[src/design/u8u16_pkg.sv]
`timescale 1ns / 1ps

package u8u16_pkg;

  localparam logic [15:0] REPL_UNIT   = 16'hFFFD;
  localparam logic [15:0] LIMIT_RESET = 16'hFFFF;
  localparam logic [2:0]  RUN_MAX     = 3'd6;

  // Results owed for one accepted byte: rep_cnt replacement units first,
  // then the final unit (a decoded unit or the terminator) if fin_vld.
  typedef struct packed {
    logic [2:0]  rep_cnt;
    logic        fin_vld;
    logic [15:0] fin_unit;
    logic        fin_eos;
  } run_t;

endpackage

[src/design/u8u16_decode.sv]
`timescale 1ns / 1ps

module u8u16_decode (
  input  logic                clk_i,
  input  logic                rst_ni,
  input  logic                accept_i,
  input  logic [7:0]          data_byte_i,
  input  logic [15:0]         out_limit_i,
  output u8u16_pkg::run_t     run_o
);
  import u8u16_pkg::*;

  typedef enum logic [1:0] {
    CLS_SINGLE,
    CLS_CONT,
    CLS_LEAD
  } byte_class_e;

  logic [2:0]  exp_len_q, exp_len_d;
  logic [2:0]  taken_q, taken_d;
  logic [15:0] acc_q, acc_d;
  logic        ovf_q, ovf_d;
  logic [15:0] emitted_q, emitted_d;

  byte_class_e cls;
  logic        pending;
  logic [15:0] acc_sh;
  logic        ovf_sh;
  logic [2:0]  taken_inc;
  logic        bad_val;
  logic [2:0]  rep;
  logic        is_unit;
  logic        is_term;
  logic [15:0] unit;
  logic [15:0] room;
  logic [2:0]  kept_rep;
  logic        unit_kept;

  always_comb begin
    if (data_byte_i[7] == 1'b0) begin
      cls = CLS_SINGLE;
    end else if (data_byte_i[7:6] == 2'b10 || data_byte_i[7:1] == 7'h7F) begin
      cls = CLS_CONT;
    end else begin
      cls = CLS_LEAD;
    end
  end

  assign pending   = (exp_len_q != 3'd0);
  // keep 16 value bits and a sticky flag for anything shifted past them
  assign acc_sh    = {acc_q[9:0], data_byte_i[5:0]};
  assign ovf_sh    = ovf_q | (|acc_q[15:10]);
  assign taken_inc = taken_q + 3'd1;
  assign bad_val   = ovf_sh || (acc_sh[15:11] == 5'b11011);

  always_comb begin
    exp_len_d = exp_len_q;
    taken_d   = taken_q;
    acc_d     = acc_q;
    ovf_d     = ovf_q;
    rep       = 3'd0;
    is_unit   = 1'b0;
    is_term   = 1'b0;
    unit      = 16'd0;

    if (pending && cls == CLS_CONT) begin
      acc_d   = acc_sh;
      ovf_d   = ovf_sh;
      taken_d = taken_inc;
      if (taken_inc >= exp_len_q) begin
        is_unit   = 1'b1;
        unit      = bad_val ? REPL_UNIT : acc_sh;
        exp_len_d = 3'd0;
        taken_d   = 3'd0;
        acc_d     = 16'd0;
        ovf_d     = 1'b0;
      end
    end else begin
      if (pending) begin
        rep       = taken_q;
        exp_len_d = 3'd0;
        taken_d   = 3'd0;
        acc_d     = 16'd0;
        ovf_d     = 1'b0;
      end
      unique case (cls)
        CLS_SINGLE: begin
          if (data_byte_i == 8'd0) begin
            is_term = 1'b1;
          end else begin
            is_unit = 1'b1;
            unit    = {8'd0, data_byte_i};
          end
        end
        CLS_CONT: begin
          is_unit = 1'b1;
          unit    = REPL_UNIT;
        end
        CLS_LEAD: begin
          taken_d = 3'd1;
          ovf_d   = 1'b0;
          if (data_byte_i <= 8'hDF) begin
            exp_len_d = 3'd2;
            acc_d     = {11'd0, data_byte_i[4:0]};
          end else if (data_byte_i <= 8'hEF) begin
            exp_len_d = 3'd3;
            acc_d     = {12'd0, data_byte_i[3:0]};
          end else if (data_byte_i <= 8'hF7) begin
            exp_len_d = 3'd4;
            acc_d     = {13'd0, data_byte_i[2:0]};
          end else if (data_byte_i <= 8'hFB) begin
            exp_len_d = 3'd5;
            acc_d     = {14'd0, data_byte_i[1:0]};
          end else begin
            exp_len_d = RUN_MAX;
            acc_d     = {15'd0, data_byte_i[0]};
          end
        end
        default: begin
          exp_len_d = 3'd0;
        end
      endcase
    end
  end

  // output limit: units are kept in order while the string has room
  always_comb begin
    room      = (emitted_q < out_limit_i) ? (out_limit_i - emitted_q) : 16'd0;
    kept_rep  = (room < {13'd0, rep}) ? room[2:0] : rep;
    unit_kept = is_unit && (room > {13'd0, rep});
    if (is_term) begin
      emitted_d = 16'd0;
    end else begin
      emitted_d = emitted_q + {13'd0, kept_rep} + {15'd0, unit_kept};
    end
  end

  assign run_o.rep_cnt  = kept_rep;
  assign run_o.fin_vld  = is_term | unit_kept;
  assign run_o.fin_unit = unit;
  assign run_o.fin_eos  = is_term;

  always_ff @(posedge clk_i or negedge rst_ni) begin
    if (!rst_ni) begin
      exp_len_q <= 3'd0;
      taken_q   <= 3'd0;
      acc_q     <= 16'd0;
      ovf_q     <= 1'b0;
      emitted_q <= 16'd0;
    end else if (accept_i) begin
      exp_len_q <= exp_len_d;
      taken_q   <= taken_d;
      acc_q     <= acc_d;
      ovf_q     <= ovf_d;
      emitted_q <= emitted_d;
    end
  end

endmodule

[src/design/utf8_to_utf16_bmp_decoder_top.sv]
`timescale 1ns / 1ps
// Channel | Direction | Handshake          | Payload
// in      | input     | in_valid / stall   | in_data_byte_i
// out     | output    | out_valid / stall  | out_code_unit_o, out_end_of_string_o,
//         |           |                    | out_last_in_run_o
// cfg     | input     | cfg_valid / ready  | cfg_out_limit_i
//
// A byte is decoded in the cycle it is accepted; its results (0 to 6) leave
// through the run register and the output register, one per cycle unless
// stalled. Unstalled, bytes giving at most one result go at one per cycle; a
// byte giving more than one result holds the input while the run drains.
// Reset (async, active low) clears the sequence state, unit count and output
// valid, and sets out_limit to 0xFFFF. Output stall holds the output register
// and, once the pending run is down to its last result, the input too.
module utf8_to_utf16_bmp_decoder_top (
  input  logic        clk_i,
  input  logic        rst_ni,
  input  logic        in_valid_i,
  output logic        in_stall_o,
  input  logic [7:0]  in_data_byte_i,
  output logic        out_valid_o,
  input  logic        out_stall_i,
  output logic [15:0] out_code_unit_o,
  output logic        out_end_of_string_o,
  output logic        out_last_in_run_o,
  input  logic        cfg_valid_i,
  output logic        cfg_ready_o,
  input  logic [15:0] cfg_out_limit_i
);
  import u8u16_pkg::*;

  logic [15:0] out_limit_q;
  run_t        run_q, run_d, new_run;
  logic [2:0]  run_left;
  logic        pop;
  logic        in_accept;
  logic        out_valid_q;
  logic [15:0] out_unit_q, out_unit_d;
  logic        out_eos_q, out_eos_d;
  logic        out_last_q, out_last_d;

  assign cfg_ready_o = 1'b1;

  always_ff @(posedge clk_i or negedge rst_ni) begin
    if (!rst_ni) begin
      out_limit_q <= LIMIT_RESET;
    end else if (cfg_valid_i && cfg_ready_o) begin
      out_limit_q <= cfg_out_limit_i;
    end
  end

  u8u16_decode u_decode (
    .clk_i       (clk_i),
    .rst_ni      (rst_ni),
    .accept_i    (in_accept),
    .data_byte_i (in_data_byte_i),
    .out_limit_i (out_limit_q),
    .run_o       (new_run)
  );

  assign run_left   = run_q.rep_cnt + {2'd0, run_q.fin_vld};
  assign pop        = (run_left != 3'd0) && (!out_valid_q || !out_stall_i);
  assign in_stall_o = (run_left > 3'd1) || ((run_left == 3'd1) && !pop);
  assign in_accept  = in_valid_i && !in_stall_o;

  // replacements go first, then the final unit
  always_comb begin
    run_d      = run_q;
    out_unit_d = run_q.fin_unit;
    out_eos_d  = run_q.fin_eos;
    out_last_d = 1'b1;
    if (run_q.rep_cnt != 3'd0) begin
      out_unit_d    = REPL_UNIT;
      out_eos_d     = 1'b0;
      out_last_d    = (run_q.rep_cnt == 3'd1) && !run_q.fin_vld;
      run_d.rep_cnt = run_q.rep_cnt - 3'd1;
    end else begin
      run_d.fin_vld = 1'b0;
    end
  end

  always_ff @(posedge clk_i or negedge rst_ni) begin
    if (!rst_ni) begin
      run_q       <= '0;
      out_valid_q <= 1'b0;
    end else begin
      if (in_accept) begin
        run_q <= new_run;
      end else if (pop) begin
        run_q <= run_d;
      end
      if (pop) begin
        out_valid_q <= 1'b1;
      end else if (!out_stall_i) begin
        out_valid_q <= 1'b0;
      end
    end
  end

  always_ff @(posedge clk_i) begin
    if (pop) begin
      out_unit_q <= out_unit_d;
      out_eos_q  <= out_eos_d;
      out_last_q <= out_last_d;
    end
  end

  assign out_valid_o         = out_valid_q;
  assign out_code_unit_o     = out_unit_q;
  assign out_end_of_string_o = out_eos_q;
  assign out_last_in_run_o   = out_last_q;

endmodule

[config.mk]
export PLATFORM = sky130hd
export DESIGN_NAME = utf8_to_utf16_bmp_decoder_top
export DESIGN_NICKNAME = d
export VERILOG_FILES = /design/src/design/u8u16_pkg.sv /design/src/design/u8u16_decode.sv /design/src/design/utf8_to_utf16_bmp_decoder_top.sv
export SDC_FILE = /design/constraint.sdc
export NUM_CORES = 1
export LEC_CHECK = 0
export BUFFER_PORTS_ARGS = -buffer_cell sky130_fd_sc_hd__buf_2
export CAP_MARGIN = 25
export CORE_ASPECT_RATIO = 0.75
export CORE_MARGIN = 4
export CORE_UTILIZATION = 65
export DETAILED_ROUTE_END_ITERATION = 10
export PLACE_DENSITY = 0.86
export SLEW_MARGIN = 20
export SYNTH_ARGS = -nofsm -noshare
export SYNTH_HDL_FRONTEND = slang
export SYNTH_SLANG_ARGS = --single-unit
[constraint.sdc]
create_clock -name clk_i -period 13.25 [get_ports clk_i]
set_input_delay 0.6625 -clock clk_i [delete_from_list [all_inputs] [get_ports clk_i]]
set_output_delay 0.6625 -clock clk_i [all_outputs]
set_load 0.005 [all_outputs]
==> summary.md <==
| Metric | Value |
|---|---|
| Layout Nets | about 690 |
| Cts hold-fix bufs | 0 |
| First-pass GRT wire length | 21.65 mm |
| Hold crit path type | input port to async pin |
| Share of cells above drive strength 1 | about 17% |
| Max-slew violations | 0 |
| Synth Area per Inst | 9.334 sq um |
| Fin crit share | roughly half |
| Hpwl dp | between 9 and 10 mm |
| # resized after CTS | 0 |
| I/O Pins | 50 |
| CTS tree | done |
| Synth Area in Compound Gates | about 15% |
| Main synth FF type | dfrtp_1 |
| CP endpoint kind | register |
| CTS max path bufs | 2 |
| Switching Share | ~40% |
| Clk slew on worst S/H paths | about 0.09 ns |
| Lkg Pwr | 2.627 nW |
| GRT Util Overall | 28.18% |
| Inserted Clock Buffers | 9 |
| Initial core utilization | a little under 70% |
| Fmax | 150.1 MHz |
| Outcome | completed |
| # diodes | 0 |
| H-Tree Depth | 3 |
| Routed WL | 13.22 mm |
| Post-CTS Setup Bufs | 0 |
| Worst r2r path cells | 23 |
| # setup viols final | 0 |
| Max_slew headroom | approximately 33% |
| Drt drc | 0 |
| CP max stage cell | nor4_1 |
| Critical path type | register to register |
| Port bufs | between 40 and 50 |
| Most Frequent Cell on Critical Path | fa_1 |
| Cell breakdown of the critical path | inv_1, ha_1, fa_1, and2b_1, o21ai_1, a211oi_1, o31ai_1, o21bai_1, nor3_1, ha_1, a21oi_1, o21ai_1, or4_4, a21o_1, and2_1, fa_1, fa_1, nor2b_1, o21ai_0, nor4_1, nand3_1, xnor2_1, nor2_1 |
| Total grt overflow | 0 |
| EDFF count, synth | 18 |
| Initial DRC Count | 718 |
| Synth cell types | 64 |
| Die Span Y | around 87 microns |
| Pin count of the biggest net entering global routing | 78 |
| Core area | ~8000 sq um |
| DRT antenna net count | 0 |
| Worst slew pin tran | approximately 1.0 ns |
| Synthesized cell area | about 5500 sq um |
| Area grow syn2layout | 9.326% |
| Post-synthesis mux area share | under 10% |
| Main combinational cell family by area after synthesis | simple AND/OR/NAND/NOR gates |
| Post-Synth Adder-Cell Area | under 10% |
| Hold Fails Final Rpt | 0 |
| Crit path time final | approximately 6.7 ns |
| Dpl cells | between 700 and 800 |
| Via count | between 4000 and 5000 |
| Std-Cell Rows | 28 |
| Clock power frac | between 10% and 20% |
| Detail-routed via count per cell | between 6 and 7 |
| CTS Sinks | 95 |
| Worst EP required | 13.48 ns |
| Setup crit start kind | register |
| Die Area | around 9900 sq um |
| Number of iterations in the first detailed-routing pass | 5 |
| CP Depth | 23 |
| Sequential power share | 42.3% |
| Crit Path Max Fanout | 6 |
| Worst-Skew Late Latency | about 0.37 ns |
| Seq/Total Area, Yosys | 45.55% |
| Avg WL per Cell | 17.96 microns |
| Register bit count reported by yosys | 95 |
| Mapped Cells | roughly 600 |
| Post-Synth Simple-Gate Area | 21.24% |
| Pint | roughly 0.63 mW |
| Setup TNS | 0 ns |
| Clk Tree Root Cell | clkbuf_8 |
| Clock skew | approximately 0.0096 ns |
| Final RePlAce weighted congestion | 0.9794 |
| Xor/xnor share of the synthesized area | approximately 2.6% |
| Pwr Density | between 150 and 200 nW/um^2 |
| Max VDD drop | 0.1591 mV |
| # fillers | between 500 and 600 |
| WP data arrival | 6.89 ns |
| Non-Filler Instances | around 740 |
| Buffers and inverters on the worst path | 1 |
| Fraction of registers with async set/reset | between 80% and 90% |
| NetSw | approximately 0.42 mW |
| YS warnings | 0 |
| Slowest stage delay, CP | approximately 0.77 ns |
| Combinational share of power | a little over two fifths |
| Syn_nets | about 650 |
| Vias in the first global route | roughly 4200 |
| Die W | around 110 microns |
| Unrepaired setup endpoints after global routing | false |
| Number of max-cap violations | 0 |
| Largest delay share family, worst path | simple AND/OR/NAND/NOR gates |
| Initial antenna violation count | 0 |
==> synth_stat cells (3+ instances only) <==
cell type	instances	share of area, %
ha_1	30	6.9
clkbuf_1	17	1.2
inv_1	32	2.2
nand4_1	6	0.69
a211oi_1	5	0.69
nand4b_1	3	0.48
edfxtp_1	18	9.9
and2_1	9	1.0
nand3_1	26	2.4
o21a_1	3	0.41
nand2_1	87	6.0
o21ai_0	47	4.3
a31oi_1	8	0.92
o21ai_1	7	0.64
nor4_1	7	0.80
dfrtp_1	61	28
xor2_1	3	0.48
nor2b_1	9	1.0
o31ai_1	4	0.55
fa_1	3	1.1
mux2_2	14	2.9
nor3_1	9	0.82
nand2b_1	19	2.2
or3_1	8	0.92
nor2_1	37	2.5
o21bai_1	3	0.41
xnor2_1	13	2.1
a21oi_1	26	2.4
a21o_1	10	1.4
dfstp_2	16	7.7
==> worst paths after layout <==
| check | from | to | slack (ns) |
|---|---|---|---|
| worst max register to register | out_limit_q[0]$_DFFE_PN1P_ | u_decode.emitted_q[10]$_DFFE_PN0P_ | 6.59 |
| worst min-delay path | rst_ni | run_q[19]$_DFFE_PN0P_ | 0.24 |
| worst max-delay path | out_limit_q[0]$_DFFE_PN1P_ | u_decode.emitted_q[10]$_DFFE_PN0P_ | 6.59 |
| min in group clk_i | u_decode.acc_q[10]$_DFFE_PN0P_ | u_decode.acc_q[10]$_DFFE_PN0P_ | 0.48 |
| worst min register to register | u_decode.acc_q[10]$_DFFE_PN0P_ | u_decode.acc_q[10]$_DFFE_PN0P_ | 0.48 |
| max in group asynchronous | rst_ni | out_limit_q[9]$_DFFE_PN1P_ | 12.36 |
==> metal layers <==
layer,part of all wire (%),up-vias,GRT usage [%],wire [microns]
li1,-,2141,-,-
met4,1.1,0,6.688,140
met2,42,263,38.32,5578
met1,45,2163,43.25,5968
met3,12,19,9.653,1535
met5,0,-,0,0
==> sequential cells by signal, indices dropped and copies added (netlist names) <==
name                 cells
run_q                    4
out_limit_q             16
out_last_in_run_o        1
out_end_of_string_o      1
u_decode.taken_q         3
u_decode.emitted_q      16
u_decode.acc_q          16
u_decode.ovf_q           1
u_decode.exp_len_q       3
out_valid_o              1
run_d                   17
out_code_unit_o         16
==> logic make-up (layout without fill, tap and decap cells) <==
family	after synthesis	in the layout
buffers and inverters	54	100
AND/OR/NAND/NOR	236	236
flip-flops	95	95
adder cells (fa/ha/maj)	33	33
other	1	1
XOR/XNOR	16	16
AO/OA/AOI/OAI	134	134
multiplexers	16	16
==> placed cells by master (no fill, tap or decap), drive strengths merged, types with 18 or more instances in the layout <==
cell type / instances
nand3: 26
o21ai: 54
edfxtp: 18
buf: 52
a21oi: 28
nand2: 87
ha: 30
inv: 33
nand2b: 19
dfrtp: 61
nor2: 37
==> layout make-up <==
type	count	area (sq um)	share of cell area (%)
Timing Repair Buffer	52	285.3	4.779
Inverter	32	120.1	2.012
Multi-Input combinational cell	436	2781	46.59
Sequential cell	95	2487	41.67
Clock buffer	10	127.6	2.138
Clock inverter	6	36.28	0.6078
Tap cell	105	131.4	2.201
==> stage by stage <==
| stage | utilization, % | total power, mW | setup slack [ns] | hold slack [ns] | cell area [sq um] |
|---|---|---|---|---|---|
| after floorplan | - | 0.7336 | 7.484 | 0.3669 | 5460 |
| after global placement | 71.99 | 0.8494 | 7.062 | 0.4519 | 5776 |
| after detailed placement | 72.02 | 0.8688 | 6.746 | 0.4597 | 5778 |
| after CTS | 74.06 | 1.036 | 6.707 | 0.4579 | 5942 |
| after global routing | 74.41 | 1.120 | 5.991 | 0.2535 | 5969 |
| final | 74.41 | 1.043 | 6.588 | 0.2391 | 5969 |
==> power groups by stage <==
stage               clock [mW]  combinational [mW]  sequential, mW
floorplan                    0               0.300           0.434
global placement             0               0.409           0.441
detailed placement           0               0.423           0.446
CTS                      0.170               0.426           0.440
global route             0.183               0.487           0.450
finish                   0.168               0.434           0.442
No activity file was read; power rests on OpenSTA's default activity.
